**config.mk**
```make
export PLATFORM = sky130hd
export DESIGN_NAME = header_framed_command_receiver_flat
export DESIGN_NICKNAME = d
export VERILOG_FILES = /design/src/sv/hfcr_pkg.sv /design/src/sv/hfcr_if.sv /design/src/sv/hfcr_front.sv /design/src/sv/hfcr_queue.sv /design/src/sv/hfcr_back.sv /design/src/sv/header_framed_command_receiver.sv /design/src/flat_wrapper.sv
export SDC_FILE = /design/constraint.sdc
export NUM_CORES = 1
export LEC_CHECK = 0
export BUFFER_PORTS_ARGS = -buffer_cell sky130_fd_sc_hd__buf_2
export CORE_MARGIN = 8
export CORE_UTILIZATION = 65
export CTS_BUF_LIST = sky130_fd_sc_hd__clkbuf_8
export DETAILED_ROUTE_END_ITERATION = 6
export GPL_TIMING_DRIVEN = 0
export PLACE_DENSITY = 0.82
export SLEW_MARGIN = 20
export SYNTH_ARGS = -nofsm -noshare
export SYNTH_HDL_FRONTEND = slang
export SYNTH_HIERARCHICAL = 1
export SYNTH_SLANG_ARGS = --single-unit
```
**constraint.sdc**
```tcl
create_clock -name clk_i -period 3.65 [get_ports clk_i]
set_clock_uncertainty 0.05 [all_clocks]
set_input_delay 0 -clock clk_i [delete_from_list [all_inputs] [get_ports clk_i]]
set_output_delay 0 -clock clk_i [all_outputs]
set_load 0.1 [all_outputs]
```
**src/sv/hfcr_pkg.sv**
```systemverilog
// ----------------------------------------------------------------------------
// hfcr_pkg: shared types and constants
// Byte codes, reset values and the op word passed from front to back end.
// ----------------------------------------------------------------------------
package hfcr_pkg;

  localparam int unsigned RING_DEPTH  = 64;

  localparam logic [7:0]  HDR_BYTE    = 8'd255;
  localparam logic [7:0]  ECHO_REQ    = 8'd13;
  localparam int unsigned LEVEL_SHIFT = 8;

  localparam logic [7:0]  CMD_MODE_A  = 8'd1;
  localparam logic [7:0]  CMD_MODE_B  = 8'd2;
  localparam logic [7:0]  CMD_MODE_C  = 8'd4;

  localparam logic [2:0]  MODE_RESET  = 3'd1;
  localparam logic [15:0] LEVEL_RESET = 16'hFFFF;

  // classified byte: store or pop, and whether it closes a packet
  typedef struct packed {
    logic [7:0] rx_byte;
    logic       is_echo;
    logic       do_decode;
  } hfcr_op_t;

endpackage

```
**src/sv/hfcr_if.sv**
```systemverilog
// ----------------------------------------------------------------------------
// hfcr_if: channel interfaces
// Received-byte channel and result channel, valid/ready handshake.
// ----------------------------------------------------------------------------
interface hfcr_rx_if;
  logic       valid;
  logic       ready;
  logic [7:0] rx_byte;

  modport source (output valid, output rx_byte, input ready);
  modport sink   (input valid, input rx_byte, output ready);
endinterface

interface hfcr_res_if;
  logic        valid;
  logic        ready;
  logic        echo_valid;
  logic [7:0]  echo_byte;
  logic        ack_valid;
  logic [7:0]  ack_byte;
  logic [2:0]  mode;
  logic [15:0] level;

  modport source (output valid, output echo_valid, output echo_byte,
                  output ack_valid, output ack_byte, output mode, output level,
                  input ready);
  modport sink   (input valid, input echo_valid, input echo_byte,
                  input ack_valid, input ack_byte, input mode, input level,
                  output ready);
endinterface

```
**src/sv/hfcr_front.sv**
```systemverilog
// ----------------------------------------------------------------------------
// hfcr_front: byte classifier
// Accepts received bytes, tracks the packet byte count, emits op words.
// ----------------------------------------------------------------------------
module hfcr_front (
  input  logic              clk_i,
  input  logic              rst_ni,
  hfcr_rx_if.sink           rx_i,
  output logic              op_valid_o,
  input  logic              op_ready_i,
  output hfcr_pkg::hfcr_op_t op_o
);

  logic [1:0] pkt_cnt_q, pkt_cnt_d;
  logic [1:0] cnt_next;
  logic       accept;

  assign rx_i.ready = op_ready_i;
  assign op_valid_o = rx_i.valid;
  assign accept     = rx_i.valid & op_ready_i;

  // header restarts the count at one; third byte triggers a decode
  always_comb begin
    if (rx_i.rx_byte == hfcr_pkg::HDR_BYTE) begin
      cnt_next = 2'd1;
    end else begin
      cnt_next = pkt_cnt_q + 2'd1;
    end
    op_o.rx_byte   = rx_i.rx_byte;
    op_o.is_echo   = (rx_i.rx_byte == hfcr_pkg::ECHO_REQ);
    op_o.do_decode = (cnt_next == 2'd3);
    pkt_cnt_d      = op_o.do_decode ? 2'd0 : cnt_next;
  end

  always_ff @(posedge clk_i or negedge rst_ni) begin
    if (!rst_ni) begin
      pkt_cnt_q <= 2'd0;
    end else if (accept) begin
      pkt_cnt_q <= pkt_cnt_d;
    end
  end

endmodule

```
**src/sv/hfcr_queue.sv**
```systemverilog
// ----------------------------------------------------------------------------
// hfcr_queue: two-entry op queue
// Decouples the classifier from the execution engine.
// ----------------------------------------------------------------------------
module hfcr_queue (
  input  logic               clk_i,
  input  logic               rst_ni,
  input  logic               push_valid_i,
  output logic               push_ready_o,
  input  hfcr_pkg::hfcr_op_t push_op_i,
  output logic               pop_valid_o,
  input  logic               pop_ready_i,
  output hfcr_pkg::hfcr_op_t pop_op_o
);

  hfcr_pkg::hfcr_op_t slot_q [2];
  logic       wr_idx_q, rd_idx_q;
  logic [1:0] count_q;
  logic       do_push, do_pop;

  assign push_ready_o = (count_q != 2'd2);
  assign pop_valid_o  = (count_q != 2'd0);
  assign pop_op_o     = slot_q[rd_idx_q];
  assign do_push      = push_valid_i & push_ready_o;
  assign do_pop       = pop_valid_o & pop_ready_i;

  always_ff @(posedge clk_i) begin
    if (do_push) begin
      slot_q[wr_idx_q] <= push_op_i;
    end
  end

  always_ff @(posedge clk_i or negedge rst_ni) begin
    if (!rst_ni) begin
      wr_idx_q <= 1'b0;
      rd_idx_q <= 1'b0;
      count_q  <= 2'd0;
    end else begin
      if (do_push) begin
        wr_idx_q <= ~wr_idx_q;
      end
      if (do_pop) begin
        rd_idx_q <= ~rd_idx_q;
      end
      case ({do_push, do_pop})
        2'b10:   count_q <= count_q + 2'd1;
        2'b01:   count_q <= count_q - 2'd1;
        default: count_q <= count_q;
      endcase
    end
  end

endmodule

```
**src/sv/hfcr_back.sv**
```systemverilog
// ----------------------------------------------------------------------------
// hfcr_back: execution engine
// Owns the ring, pointers, mode and level; runs pops and header searches.
// ----------------------------------------------------------------------------
module hfcr_back #(
  parameter int unsigned RingDepth = hfcr_pkg::RING_DEPTH
) (
  input  logic               clk_i,
  input  logic               rst_ni,
  input  logic               op_valid_i,
  output logic               op_ready_o,
  input  hfcr_pkg::hfcr_op_t op_i,
  hfcr_res_if.source         res_o
);

  localparam int unsigned PtrW = $clog2(RingDepth);

  typedef enum logic [2:0] {
    S_IDLE, S_ECHO, S_SRD, S_SCHK, S_CMD, S_DAT, S_OUT
  } state_e;

  function automatic logic [PtrW-1:0] ptr_inc(input logic [PtrW-1:0] p);
    ptr_inc = (p == PtrW'(RingDepth - 1)) ? '0 : p + PtrW'(1);
  endfunction

  state_e state_q;

  logic [7:0]           ring_mem [RingDepth];
  logic [RingDepth-1:0] ring_vld_q;
  logic [7:0]           rd_raw_q;
  logic                 rd_vld_q;
  logic [7:0]           rd_data;
  logic [PtrW-1:0]      rd_addr;
  logic                 wr_en;

  logic [PtrW-1:0] wp_q, rp_q, p_q, steps_q;
  logic            decode_q;
  logic            echo_v_q, ack_v_q;
  logic [7:0]      echo_b_q, ack_b_q;
  logic [2:0]      mode_q;
  logic [15:0]     level_q;

  logic            out_valid_q;
  logic            out_echo_v_q, out_ack_v_q;
  logic [7:0]      out_echo_b_q, out_ack_b_q;
  logic [2:0]      out_mode_q;
  logic [15:0]     out_level_q;

  logic            take;

  assign op_ready_o = (state_q == S_IDLE);
  assign take       = op_valid_i & op_ready_o;
  assign wr_en      = take & ~op_i.is_echo;

  // entries never written since reset read as zero
  assign rd_data = rd_vld_q ? rd_raw_q : 8'd0;

  always_comb begin
    case (state_q)
      S_IDLE:  rd_addr = rp_q;
      S_SRD:   rd_addr = rp_q;
      S_SCHK:  rd_addr = ptr_inc(p_q);
      S_CMD:   rd_addr = ptr_inc(p_q);
      default: rd_addr = p_q;
    endcase
  end

  always_ff @(posedge clk_i) begin
    if (wr_en) begin
      ring_mem[wp_q] <= op_i.rx_byte;
    end
  end

  always_ff @(posedge clk_i) begin
    rd_raw_q <= ring_mem[rd_addr];
    rd_vld_q <= ring_vld_q[rd_addr];
  end

  always_ff @(posedge clk_i or negedge rst_ni) begin
    if (!rst_ni) begin
      state_q      <= S_IDLE;
      ring_vld_q   <= '0;
      wp_q         <= '0;
      rp_q         <= '0;
      p_q          <= '0;
      steps_q      <= '0;
      decode_q     <= 1'b0;
      echo_v_q     <= 1'b0;
      echo_b_q     <= 8'd0;
      ack_v_q      <= 1'b0;
      ack_b_q      <= 8'd0;
      mode_q       <= hfcr_pkg::MODE_RESET;
      level_q      <= hfcr_pkg::LEVEL_RESET;
      out_valid_q  <= 1'b0;
      out_echo_v_q <= 1'b0;
      out_echo_b_q <= 8'd0;
      out_ack_v_q  <= 1'b0;
      out_ack_b_q  <= 8'd0;
      out_mode_q   <= hfcr_pkg::MODE_RESET;
      out_level_q  <= hfcr_pkg::LEVEL_RESET;
    end else begin
      // S_OUT reloads the output word itself when it is taken
      if (out_valid_q && res_o.ready && state_q != S_OUT) begin
        out_valid_q <= 1'b0;
      end
      case (state_q)
        S_IDLE: begin
          if (take) begin
            decode_q <= op_i.do_decode;
            echo_v_q <= 1'b0;
            echo_b_q <= 8'd0;
            ack_v_q  <= 1'b0;
            ack_b_q  <= 8'd0;
            if (!op_i.is_echo) begin
              ring_vld_q[wp_q] <= 1'b1;
              wp_q             <= ptr_inc(wp_q);
              state_q          <= op_i.do_decode ? S_SRD : S_OUT;
            end else if (rp_q != wp_q) begin
              state_q <= S_ECHO;
            end else begin
              state_q <= op_i.do_decode ? S_SRD : S_OUT;
            end
          end
        end
        S_ECHO: begin
          echo_v_q <= 1'b1;
          echo_b_q <= rd_data;
          rp_q     <= ptr_inc(rp_q);
          state_q  <= decode_q ? S_SRD : S_OUT;
        end
        S_SRD: begin
          p_q     <= rp_q;
          steps_q <= '0;
          state_q <= S_SCHK;
        end
        S_SCHK: begin
          // one entry checked per cycle, next read already in flight
          p_q <= ptr_inc(p_q);
          if (rd_data == hfcr_pkg::HDR_BYTE) begin
            state_q <= S_CMD;
          end else if (steps_q == PtrW'(RingDepth - 1)) begin
            state_q <= S_OUT;
          end else begin
            steps_q <= steps_q + PtrW'(1);
          end
        end
        S_CMD: begin
          ack_b_q <= rd_data;
          p_q     <= ptr_inc(p_q);
          state_q <= S_DAT;
        end
        S_DAT: begin
          rp_q    <= ptr_inc(p_q);
          level_q <= {rd_data, 8'd0} << (hfcr_pkg::LEVEL_SHIFT - 8);
          if (ack_b_q inside {hfcr_pkg::CMD_MODE_A, hfcr_pkg::CMD_MODE_B,
                              hfcr_pkg::CMD_MODE_C}) begin
            ack_v_q <= 1'b1;
            mode_q  <= ack_b_q[2:0];
          end else begin
            ack_b_q <= 8'd0;
          end
          state_q <= S_OUT;
        end
        S_OUT: begin
          if (!out_valid_q || res_o.ready) begin
            out_valid_q  <= 1'b1;
            out_echo_v_q <= echo_v_q;
            out_echo_b_q <= echo_b_q;
            out_ack_v_q  <= ack_v_q;
            out_ack_b_q  <= ack_b_q;
            out_mode_q   <= mode_q;
            out_level_q  <= level_q;
            state_q      <= S_IDLE;
          end
        end
        default: state_q <= S_IDLE;
      endcase
    end
  end

  assign res_o.valid      = out_valid_q;
  assign res_o.echo_valid = out_echo_v_q;
  assign res_o.echo_byte  = out_echo_b_q;
  assign res_o.ack_valid  = out_ack_v_q;
  assign res_o.ack_byte   = out_ack_b_q;
  assign res_o.mode       = out_mode_q;
  assign res_o.level      = out_level_q;

endmodule

```
**src/sv/header_framed_command_receiver.sv**
```systemverilog
// ----------------------------------------------------------------------------
// header_framed_command_receiver: byte-stream command receiver
// Stores received bytes in a ring, echoes on request, decodes header packets.
// ----------------------------------------------------------------------------
// One result word per received byte. A stored byte is written to the ring,
// an echo request reads the oldest entry back when there is one; a byte that
// ends a packet adds a header search through the ring at one entry per cycle
// (at most RingDepth entries), with setup, command and data read steps.
// The search walks through the single ring read port. A two-word queue in
// front of the engine keeps taking bytes while the engine works, as long
// as it has room, and an output register holds the finished result. The
// ring reads as all zeros after reset through per-entry valid bits; no
// clearing pass is needed.
module header_framed_command_receiver #(
  parameter int unsigned RingDepth = hfcr_pkg::RING_DEPTH
) (
  input  logic       clk_i,
  input  logic       rst_ni,
  hfcr_rx_if.sink    rx_i,
  hfcr_res_if.source res_o
);

  // front to queue
  logic               fq_valid, fq_ready;
  hfcr_pkg::hfcr_op_t fq_op;
  // queue to engine
  logic               qb_valid, qb_ready;
  hfcr_pkg::hfcr_op_t qb_op;

  // classifier: packet byte count, echo/store decision
  hfcr_front u_front (
    .clk_i      (clk_i),
    .rst_ni     (rst_ni),
    .rx_i       (rx_i),
    .op_valid_o (fq_valid),
    .op_ready_i (fq_ready),
    .op_o       (fq_op)
  );

  hfcr_queue u_queue (
    .clk_i        (clk_i),
    .rst_ni       (rst_ni),
    .push_valid_i (fq_valid),
    .push_ready_o (fq_ready),
    .push_op_i    (fq_op),
    .pop_valid_o  (qb_valid),
    .pop_ready_i  (qb_ready),
    .pop_op_o     (qb_op)
  );

  // engine: ring, pointers, header search, mode and level
  hfcr_back #(
    .RingDepth (RingDepth)
  ) u_back (
    .clk_i      (clk_i),
    .rst_ni     (rst_ni),
    .op_valid_i (qb_valid),
    .op_ready_o (qb_ready),
    .op_i       (qb_op),
    .res_o      (res_o)
  );

endmodule
```
**src/flat_wrapper.sv**
```systemverilog
// flat-port wrapper written by rule: the top's interface ports become plain ports
module header_framed_command_receiver_flat 
#(
  parameter int unsigned RingDepth = hfcr_pkg::RING_DEPTH
)
  (clk_i, rst_ni, rx_i_valid, rx_i_rx_byte, rx_i_ready, res_o_valid, res_o_echo_valid, res_o_echo_byte, res_o_ack_valid, res_o_ack_byte, res_o_mode, res_o_level, res_o_ready);
  hfcr_rx_if rx_i_i ();
  hfcr_res_if res_o_i ();
  input  logic clk_i;
  input  logic rst_ni;
  input wire logic [$bits(rx_i_i.valid)-1:0] rx_i_valid;
  input wire logic [$bits(rx_i_i.rx_byte)-1:0] rx_i_rx_byte;
  output wire logic [$bits(rx_i_i.ready)-1:0] rx_i_ready;
  output wire logic [$bits(res_o_i.valid)-1:0] res_o_valid;
  output wire logic [$bits(res_o_i.echo_valid)-1:0] res_o_echo_valid;
  output wire logic [$bits(res_o_i.echo_byte)-1:0] res_o_echo_byte;
  output wire logic [$bits(res_o_i.ack_valid)-1:0] res_o_ack_valid;
  output wire logic [$bits(res_o_i.ack_byte)-1:0] res_o_ack_byte;
  output wire logic [$bits(res_o_i.mode)-1:0] res_o_mode;
  output wire logic [$bits(res_o_i.level)-1:0] res_o_level;
  input wire logic [$bits(res_o_i.ready)-1:0] res_o_ready;
  assign rx_i_i.valid = rx_i_valid;
  assign rx_i_i.rx_byte = rx_i_rx_byte;
  assign rx_i_ready = rx_i_i.ready;
  assign res_o_valid = res_o_i.valid;
  assign res_o_echo_valid = res_o_i.echo_valid;
  assign res_o_echo_byte = res_o_i.echo_byte;
  assign res_o_ack_valid = res_o_i.ack_valid;
  assign res_o_ack_byte = res_o_i.ack_byte;
  assign res_o_mode = res_o_i.mode;
  assign res_o_level = res_o_i.level;
  assign res_o_i.ready = res_o_ready;
  header_framed_command_receiver #(.RingDepth(RingDepth)) u_core (.clk_i(clk_i), .rst_ni(rst_ni), .rx_i(rx_i_i), .res_o(res_o_i));
endmodule
```
# After elaboration in Yosys (flattened, before gate mapping)
# Memory sizes are Yosys's and may differ from the RTL's. A register that Yosys moved wholly into a read port is not among the register bits.
# Index checks and enable logic that the tools add are counted.
classes:
  add_sub_neg: 7
  magnitude_cmp: 3
  n_eq_ne: 29
  n_mux: 41
  bitwise_logic: 7
  n_reduce_logical: 26
ops:
  columns: ["cell", "count"]
  rows:
  - ["OR 64 bit", 1]
  - ["one-hot mux 6 bit (2 select lines)", 4]
  - ["two-way mux 6 bit", 5]
  - ["adder 6 x 1 -> 6 bit (second input constant)", 4]
  - ["equality test 6 bit (second input constant)", 4]
  - ["two-way mux 3 bit", 8]
  - ["two-way mux 8 bit", 3]
  - ["one-hot mux 8 bit (3 select lines)", 1]
  - ["one-hot mux 3 bit (7 select lines)", 1]
  - ["equality test 8 bit (second input constant)", 2]
  - ["one-hot mux 8 bit (2 select lines)", 1]
  - ["AND reduction 3 bit", 5]
  - ["< comparator 6 x 7 -> 1 bit (second input constant)", 2]
  - ["!= test 2 bit (second input constant)", 7]
  - ["nonzero test 2 bit", 7]
  - ["two-way mux 1 bit", 11]
  - ["equality test 3 bit (second input constant)", 3]
  - ["equality test 8 x 1 -> 1 bit (second input constant)", 1]
  - ["equality test 8 x 2 -> 1 bit (second input constant)", 1]
  - ["equality test 8 x 3 -> 1 bit (second input constant)", 1]
  - ["equality test 8 x 4 -> 1 bit (second input constant)", 1]
  - ["AND reduction 2 bit", 4]
  - ["binary-select mux 1 bit (select 6 bit)", 1]
  - ["demux 1 bit (select 6 bit)", 1]
  - ["other kinds (20)", 34]
totals:
  reg_bits: 174
  ramBits: 532
  in_bits: 12
  out_inout_bits: 39
  mem_count: 2
memory_table:
  columns: ["name", "depth", "word_bits", "read_ports", "rd_clocked_by_memory_dff", "write_ports", "line", "source"]
  rows:
  - ["u_core.u_back.ring_mem", 64, 8, 1, 1, 1, "hfcr_back.sv:28", "logic [7:0] ring_mem [RingDepth];"]
  - ["u_core.u_queue.slot_q", 2, 10, 1, 0, 1, "hfcr_queue.sv:16", "hfcr_pkg::hfcr_op_t slot_q [2];"]

# Depth between registers and ports, before layout
# Gate-level depths: netlist (run 1).
# An unclocked memory read counts as a cell.
logic_depth:
  depth_word: 6
  ltp_mapped: 15
  mapped_depth_nobuf: 9

# Cells and area by module
# Netlist (run 1), hierarchy kept.
by_module_without_submodules:
  columns: ["mod", "instances", "cells_per_inst", "area_per_inst_um2", "seq_area_each_um2"]
  rows:
  - ["hfcr_back", 1, 2046, 27797.9, 19408.6]
  - ["hfcr_queue", 1, 48, 913.4, 700.7]
  - ["hfcr_front", 1, 26, 211.5, 50.0]

# Worst setup path before layout (run 1)
# No wires, ideal clock.
synth_timing:
  kind: "register -> register"
  start: "register u_core.u_back.state_q[1]"
  end: "memory u_core.u_back.ring_mem[40][0], enable pin"
  setup_ns: 0.397
  t_arrival_ns: 2.578
  t_required_ns: 3.203
  slack_ns: 0.626
  stages_incl_launch_ff: 9
  n_path_buf: 2
  period_less_slack_ns: 3.024
  cell_sequence: "dfrtp_1 > or2_2 > clkbuf_1 > nor2_1 > nand2_1 > buf_2 > nor2_4 > nand4b_1 > nor4_1"
synth_via:
  elab_chain_len: 5
synth_rtl:
  columns: ["item", "line", "source"]
  rows:
  - ["start, declared", "hfcr_back.sv:26", "state_e state_q;"]
  - ["start signal, assigned", "hfcr_back.sv:117", "state_q <= op_i.do_decode ? S_SRD : S_OUT;"]
  - ["start signal, assigned", "hfcr_back.sv:121", "state_q <= op_i.do_decode ? S_SRD : S_OUT;"]
  - ["start signal, assigned", "hfcr_back.sv:129", "state_q <= decode_q ? S_SRD : S_OUT;"]
  - ["logical NOT 3 bit", "hfcr_back.sv:51", "assign op_ready_o = (state_q == S_IDLE);"]
  - ["net u_core.qb_ready", "header_framed_command_receiver.sv:27", "logic qb_valid, qb_ready;"]
  - ["AND 1 bit", "hfcr_back.sv:52", "assign take = op_valid_i & op_ready_o;"]
  - ["AND 1 bit", "hfcr_back.sv:53", "assign wr_en = take & ~op_i.is_echo;"]
  - ["two-way mux 1 bit", "hfcr_back.sv:69", "if (wr_en) begin"]
  - ["two-way mux 1 bit (not written as such)", "hfcr_back.sv:70", "ring_mem[wp_q] <= op_i.rx_byte;"]
  - ["end, declared", "hfcr_back.sv:28", null]
# The timed path passes the listed nets, and every way through them passes these cells.

# Final worst setup path (run 1)
layout_timing:
  start: "register u_core.u_back.state_q[1]"
  end: "memory u_core.u_back.ring_mem[34][0], enable pin"
# The elaborated chain is that of the path after synthesis.

==> results of run 1 <==
[cells in the final DEF, fill, tap and decap left out, types with 9 or more instances in the layout]
cell type	count
edfxtp_1	532
nand2_1	345
mux2i_1	194
dfrtp_1	138
nand3_1	125
clkbuf_8	124
buf_2	104
or2_2	69
nor2_1	55
a32oi_1	55
o21ai_0	52
inv_1	51
clkbuf_1	42
buf_4	37
o211ai_1	36
mux2_2	36
nor2_2	34
nand4_1	29
a21oi_1	28
dfstp_2	20
a31oi_1	18
clkinv_2	14
dlygate4sd3_1	13
clkinv_1	12
and3_1	11
xor2_1	11
or3_1	10
nor3_1	9
and4_1	9
dfxtp_1	9
[path summary, 6_finish.rpt]
kind	slack (ns)	endpoint	startpoint
min in group asynchronous	0.40	u_core/u_back/wp_q[3]$_DFFE_PN0P_	rst_ni
max in group asynchronous	2.71	u_core/u_back/level_q[7]$_DFFE_PN1P_	rst_ni
min reg2reg	0.42	u_core/u_back/ring_vld_q[44]$_DFFE_PN0P_	u_core/u_back/ring_vld_q[44]$_DFFE_PN0P_
max	-0.22	u_core/u_back/ring_mem[34][0]$_DFFE_PP_	u_core/u_back/state_q[1]$_DFFE_PN0P_
max reg2reg	-0.22	u_core/u_back/ring_mem[34][0]$_DFFE_PP_	u_core/u_back/state_q[1]$_DFFE_PN0P_
min	0.08	u_core/u_queue/slot_q[1][5]$_DFFE_PP_	rx_i_rx_byte[3]
[sequential cells by signal (all words and copies together), names as in the netlist, 2 cells and up]
register and count:
u_core/u_back/ack_b_q 8, u_core/u_back/echo_b_q 8, u_core/u_back/level_q 9, u_core/u_back/mode_q 3, u_core/u_back/p_q 6, u_core/u_back/rd_raw_q 8
u_core/u_back/res_o.ack_byte 8, u_core/u_back/res_o.echo_byte 8, u_core/u_back/res_o.level 9, u_core/u_back/res_o.mode 3, u_core/u_back/ring_mem 512, u_core/u_back/ring_vld_q 64
u_core/u_back/rp_q 6, u_core/u_back/state_q 3, u_core/u_back/steps_q 6, u_core/u_back/wp_q 6, u_core/u_front/pkt_cnt_q 2, u_core/u_queue/count_q 2
u_core/u_queue/slot_q 20
[area by class of cell]
cell class	instances	area (um2)	area share [%]
diodes	1	2.50	0.00772
clock inverters	73	333	1.03
inverters	8	30.0	0.0926
clock buffers	124	1710	5.26
plain buffers	151	808	2.49
flip-flops and latches	700	20200	62.2
multi-input cells	1261	8150	25.1
well taps	592	741	2.28
repair buffers	72	493	1.52
[logic make-up after synthesis]
kind of cell | after synthesis | share of synthesized area (%)
compound gates | 247 | 6.11
xor+xnor | 19 | 0.575
fa+ha+maj | 5 | 0.216
buf+inv | 159 | 2.79
flops | 700 | 69.7
mux | 239 | 8.47
simple gates | 751 | 12.1
[routing by layer]
layer  GRT usage (%)  up-vias  wire [um]
li1                -     8230          -
met1            38.8     9500      28900
met2            47.8     1267      36600
met3            6.35      275       7790
met4            17.8        0       4610
met5               0        -          0
[timing repair]
item | 4_1_cts | 5_1_grt
setup buffers | 0 | 5
hold endpoints to repair | 171 | 0
gates resized for setup | 17 | 52
hold buffers | 14 | 0
pin swaps | 0 | 1
endpoints found under the setup margin | 74 | 339
[worst max-delay path, stage by stage (launching register included)]
cell      delay, ns
dfrtp_1        0.46
or2_2          0.32
clkbuf_1       0.22
nor2_1         0.22
nand2_1        0.21
buf_2          0.26
nor2_4         0.23
nand3_1        0.74
nor2_2         0.79
[per-stage QoR]
stage	cell area (um2)	setup WS [ns]	hold slack (ns)
final	32400	-0.215	0.0752
after global routing	32400	-0.214	0.101
after CTS	32200	-0.0681	0.0544
after detailed placement	30000	-0.162	-0.0110
after global placement	29900	-0.736	0.242
after floorplan	28900	0.626	-0.346
==> impl_metrics.ini, run 1 <==
[outcome]
outcome = finished, violations left
violations = design-rule violations, negative setup slack

[logic_synthesis]
synth_area_leaders = edfxtp_1 55%, dfrtp_1 12%, mux2i_1 6.7%, nand2_1 4.5%, nand3_1 2.2%
synth_top_area_cell = edfxtp_1
yosysSeqAreaShare_pct = 69.7
syn_area_per_cell_um2 = 13.6
synth.top_cells.by_count = 532 x edfxtp_1, 346 x nand2_1, 194 x mux2i_1
synthDominantCellAreaShare_pct = 55.2
syn_nets = 2137
yosys_register_bits = 700
netlist_instances = 2120
async_flop_share_pct = 22.7
synthDistinctLibCells = 78
synth_top_flop_cell = edfxtp_1
synth.most_common_cell = edfxtp_1
yosys_warnings = 6
synth_edf_count = 532
syn_area_um2 = 28900

[sta]
finalHoldViolCount = 0
max_slew_margin_pct = 24.3
fin_setup_tns_ns = -11.18
setup_ws_ns = -0.215
fin_crit_sh_pct = 106
max_freq_mhz = 259
finalMaxSlewViolations = 0
min_period_ns = 3.87
finalSetupViolations = 122
rsz0062_at_grt = true
tightest_slew_ns = 1.13

[die]
rows = 77
num_io_pins = 51
chipHeight_um = 227
core-area_um2 = 44000
die_x_um = 227
start_util_pct = 65.7
dieArea_um2 = 51500

[worst_setup_path]
arrival_ns = 4.14
critPathKind = register to register
critPathMaxFanout = 10
critPathRequiredTime_ns = 3.92
reg2regPathDepth = 8
cp-end-kind = register
worstSetupStartpointType = register

[clocking]
cts_tree = done
worstSkewPairLatency_ns = 0.71
htreeDepth = 3
cts-root-buf = clkbuf_8
clkTransAtPathRegs_ns = 0.06
clk_path_buf_depth = 3
cts.sinks = 700
cts_buffers = 106

[grt]
grt_pass1_wl_um = 115000
grt_max_degree = 89
antenna_found_initial = 0
grt_overflow = 0
grt_pass1_vias = 19000
gr-usage-all-layers_pct = 30.3

[run]
max-cap-violations = 0

[final_layout]
area_delta_synth_final_pct = 12.1
final_cells = 2982
finish.utilization_pct = 73.6
final_net_count = 2317
drive_above_1_share_pct = 20.9
fillers = 2781

[route]
drt_iter0_markers = 2598
drc = 5
wl_per_cell_um = 26.1
vias_per_cell = 6.46
ant_nets = 0
dr_total_vias = 19300
firstDrtPassIters = 7
drt-total-wl_um = 77800

[placed_design]
gp_congestion = 0.959
portBuffers = 50
dp_cells = 2765
place.detailed.hpwl_um = 50600

[worst_hold_path]
whs_path_depth = 3
worstHoldPathType = input port to register
Power of run 1 is left out: the tool's default activity adds up to more than one toggle a clock period on the data nets, which glitch-free logic cannot reach.
==> run 2: changes to the inputs <==
--- a/config.mk
+++ b/config.mk
@@ -5,6 +5,7 @@
 export SDC_FILE = /design/constraint.sdc
 export NUM_CORES = 1
 export LEC_CHECK = 0
+export ABC_AREA = 1
 export BUFFER_PORTS_ARGS = -buffer_cell sky130_fd_sc_hd__buf_2
 export CORE_MARGIN = 8
 export CORE_UTILIZATION = 65
@@ -12,6 +13,7 @@
 export DETAILED_ROUTE_END_ITERATION = 6
 export GPL_TIMING_DRIVEN = 0
 export PLACE_DENSITY = 0.82
+export SETUP_SLACK_MARGIN = 0.3
 export SLEW_MARGIN = 20
 export SYNTH_ARGS = -nofsm -noshare
 export SYNTH_HDL_FRONTEND = slang
==> run 2 against run 1 <==
Wire length grew 26%. The run ends with design-rule violations left. Critical path depth rose by 7. First-iteration DRC count grew 65%. Cell count grew 38%. Non-clock buffer count increased by 70. Fmax increased by 14%. Clock-buffer cell count shrank 1. Final area increased by 11%.
==> impl_metrics.ini, run 2 <==
[final_layout]
top_regs = u_core/u_back/ring_mem: 512 flops, u_core/u_back/ring_vld_q: 64 flops, u_core/u_queue/slot_q: 20 flops
final_net_count = 3426
top_register = u_core/u_back/ring_mem
layout_common_cells = 661 x inv_1, 562 x nand3_1, 532 x edfxtp_1
area_delta_synth_final_pct = 12.9
final_common_cell = inv_1
largest_register_ffs = 512
final_cells = 4124
drive_above_1_share_pct = 14.3

[sta]
max_freq_mhz = 296
finalHoldViolCount = 0
finalSetupViolations = 0
min_period_ns = 3.38
rsz0062_at_grt = true
finalMaxSlewViolations = 0
tightest_slew_ns = 1.15
setup_ws_ns = 0.269
max_slew_margin_pct = 23.2
fin_crit_sh_pct = 92.6

[worst_setup_path]
worstSetupStartpointType = register
timing.rr.start = u_core/u_back/p_q[0]$_DFFE_PN0P_
critPathRequiredTime_ns = 4.23
critPathMaxFanout = 10
critPathKind = register to register
arrival_ns = 3.96
cp-end-kind = register
reg2regPathDepth = 15
startpoint = u_core/u_back/p_q[0]$_DFFE_PN0P_

[logic_synthesis]
syn_nets = 3239
syn_area_per_cell_um2 = 9.90
synth_top_flop_cell = edfxtp_1
async_flop_share_pct = 22.7
synth_xor_area_share_pct = 0.192
synth_fa_ha_area_share_pct = 0.196
synth_area_leaders = edfxtp_1 50%, dfrtp_1 11%, nand3_1 8.8%, inv_1 7.5%, nand2_1 5.5%
yosys_register_bits = 700
syn_area_um2 = 31900
synth-compound-area-share_pct = 3.08
netlist_instances = 3222
synthSimpleGateAreaFrac_pct = 21.9
synth.most_common_cell = inv_1
synth_edf_count = 532
synthDominantCellAreaShare_pct = 50.1
synthDistinctLibCells = 43
synth_top_family_by_area = simple AND/OR/NAND/NOR gates
synth.top_cells.by_count = 633 x inv_1, 563 x nand3_1, 532 x edfxtp_1
yosys_warnings = 6
synth_top_area_cell = edfxtp_1
yosysSeqAreaShare_pct = 63.2
synth_mux_area_share_pct = 0.424

[clocking]
clk_path_buf_depth = 3
worstSkewPairLatency_ns = 0.72
cts_tree = done
cts.sinks = 700
htreeDepth = 3
clkTransAtPathRegs_ns = 0.07
cts_buffers = 109
cts-root-buf = clkbuf_8

[grt]
grt_max_degree = 81
antenna_found_initial = 2
gr-usage-all-layers_pct = 34.3
grt_pass1_wl_um = 146000
grt_pass1_vias = 25000
grt_overflow = 0

[worst_hold_path]
hold_start = rx_i_rx_byte[5]
whs_path_depth = 3
worstHoldPathType = input port to register

[route]
ant_nets = 0
firstDrtPassIters = 7
drc = 3
wl_per_cell_um = 23.8
dr_total_vias = 25900
drt_iter0_markers = 4276
vias_per_cell = 6.28
drt-total-wl_um = 98100

[placed_design]
gp_congestion = 1.00
dp_cells = 3904
place.detailed.hpwl_um = 66300
portBuffers = 50
dp_worst_setup_slack_ns = -0.181

[die]
core-area_um2 = 48600
num_io_pins = 51
rows = 81
dieArea_um2 = 56400
chipHeight_um = 237
die_x_um = 237
start_util_pct = 65.5

[run]
max-cap-violations = 0

[outcome]
outcome = finished, violations left
violations = design-rule violations
## run 2: area by class of cell
| cell class | count | area (um2) |
|---|---|---|
| Clock inverter | 80 | 502 |
| Buffer | 217 | 1110 |
| Multi-Input combinational cell | 1655 | 8640 |
| Clock buffer | 123 | 1690 |
| Timing Repair Buffer | 76 | 671 |
| Inverter | 650 | 2440 |
| Tap cell | 622 | 778 |
| Fill cell | 3286 | 12600 |
| Sequential cell | 700 | 20200 |
| Antenna cell | 1 | 2.50 |
## run 2: cell families (layout without fill, tap and decap cells)
logic type	Yosys count	after routing
simple gates	1455	1455
compound gates	176	176
mux	12	12
xor+xnor	7	7
other cells	0	1
buf+inv	867	1146
fa+ha+maj	5	5
flops	700	700
## run 2: timing repair
item	in CTS	in global routing
hold buffers	14	0
setup endpoints to repair	445	419
setup buffers	0	2
hold endpoints to repair	217	0
pin swaps	0	3
gates resized for setup	62	74
## run 2: final timing paths
path / end / slack [ns]
hold / removal: u_core/u_queue/slot_q[0][7]$_DFFE_PP_ / 0.1
max in group asynchronous: u_core/u_back/ring_vld_q[8]$_DFFE_PN0P_ / 2.65
hold reg to reg: u_core/u_back/ring_vld_q[27]$_DFFE_PN0P_ / 0.41
setup / recovery: u_core/u_back/rd_raw_q[6]$_DFF_P_ / 0.27
setup reg to reg: u_core/u_back/rd_raw_q[6]$_DFF_P_ / 0.27
min in group asynchronous: u_core/u_back/res_o.mode[0]$_DFFE_PN1P_ / 0.43
## run 2: critical path: stages, from the launching register on
cell	delay, ns
dfrtp_1	0.46
ha_1	0.25
nand2_1	0.08
nor2_2	0.05
nand2_1	0.16
nand2_1	0.08
a21oi_1	0.21
nand2_1	0.11
nand2_1	0.09
o21ai_2	0.22
inv_2	0.35
clkbuf_2	0.35
nand3_1	0.22
nand3_1	0.14
nand3_1	0.23
nand2_1	0.22
## run 2: stage by stage
step                      util [%]  instance area, um2  hold slack [ns]  TNS, ns
after floorplan                  -               31900           -0.346        0
after global placement        67.7               32900            0.236    -1.79
after detailed placement      68.3               33200          -0.0408    -1.96
after CTS                     73.5               35800           0.0209        0
after global routing          74.0               36000           0.0874        0
final                         74.0               36000           0.0951        0
## run 2: layer usage
metal / part of all wire, % / global-route usage (%) / wire (um)
met1: 35 / 42.2 / 34100
met2: 45 / 53.3 / 44300
met3: 14 / 10.4 / 13400
met4: 6.5 / 20.9 / 6370
met5: 0 / 0 / 0
Power of run 2 is left out for the same reason.
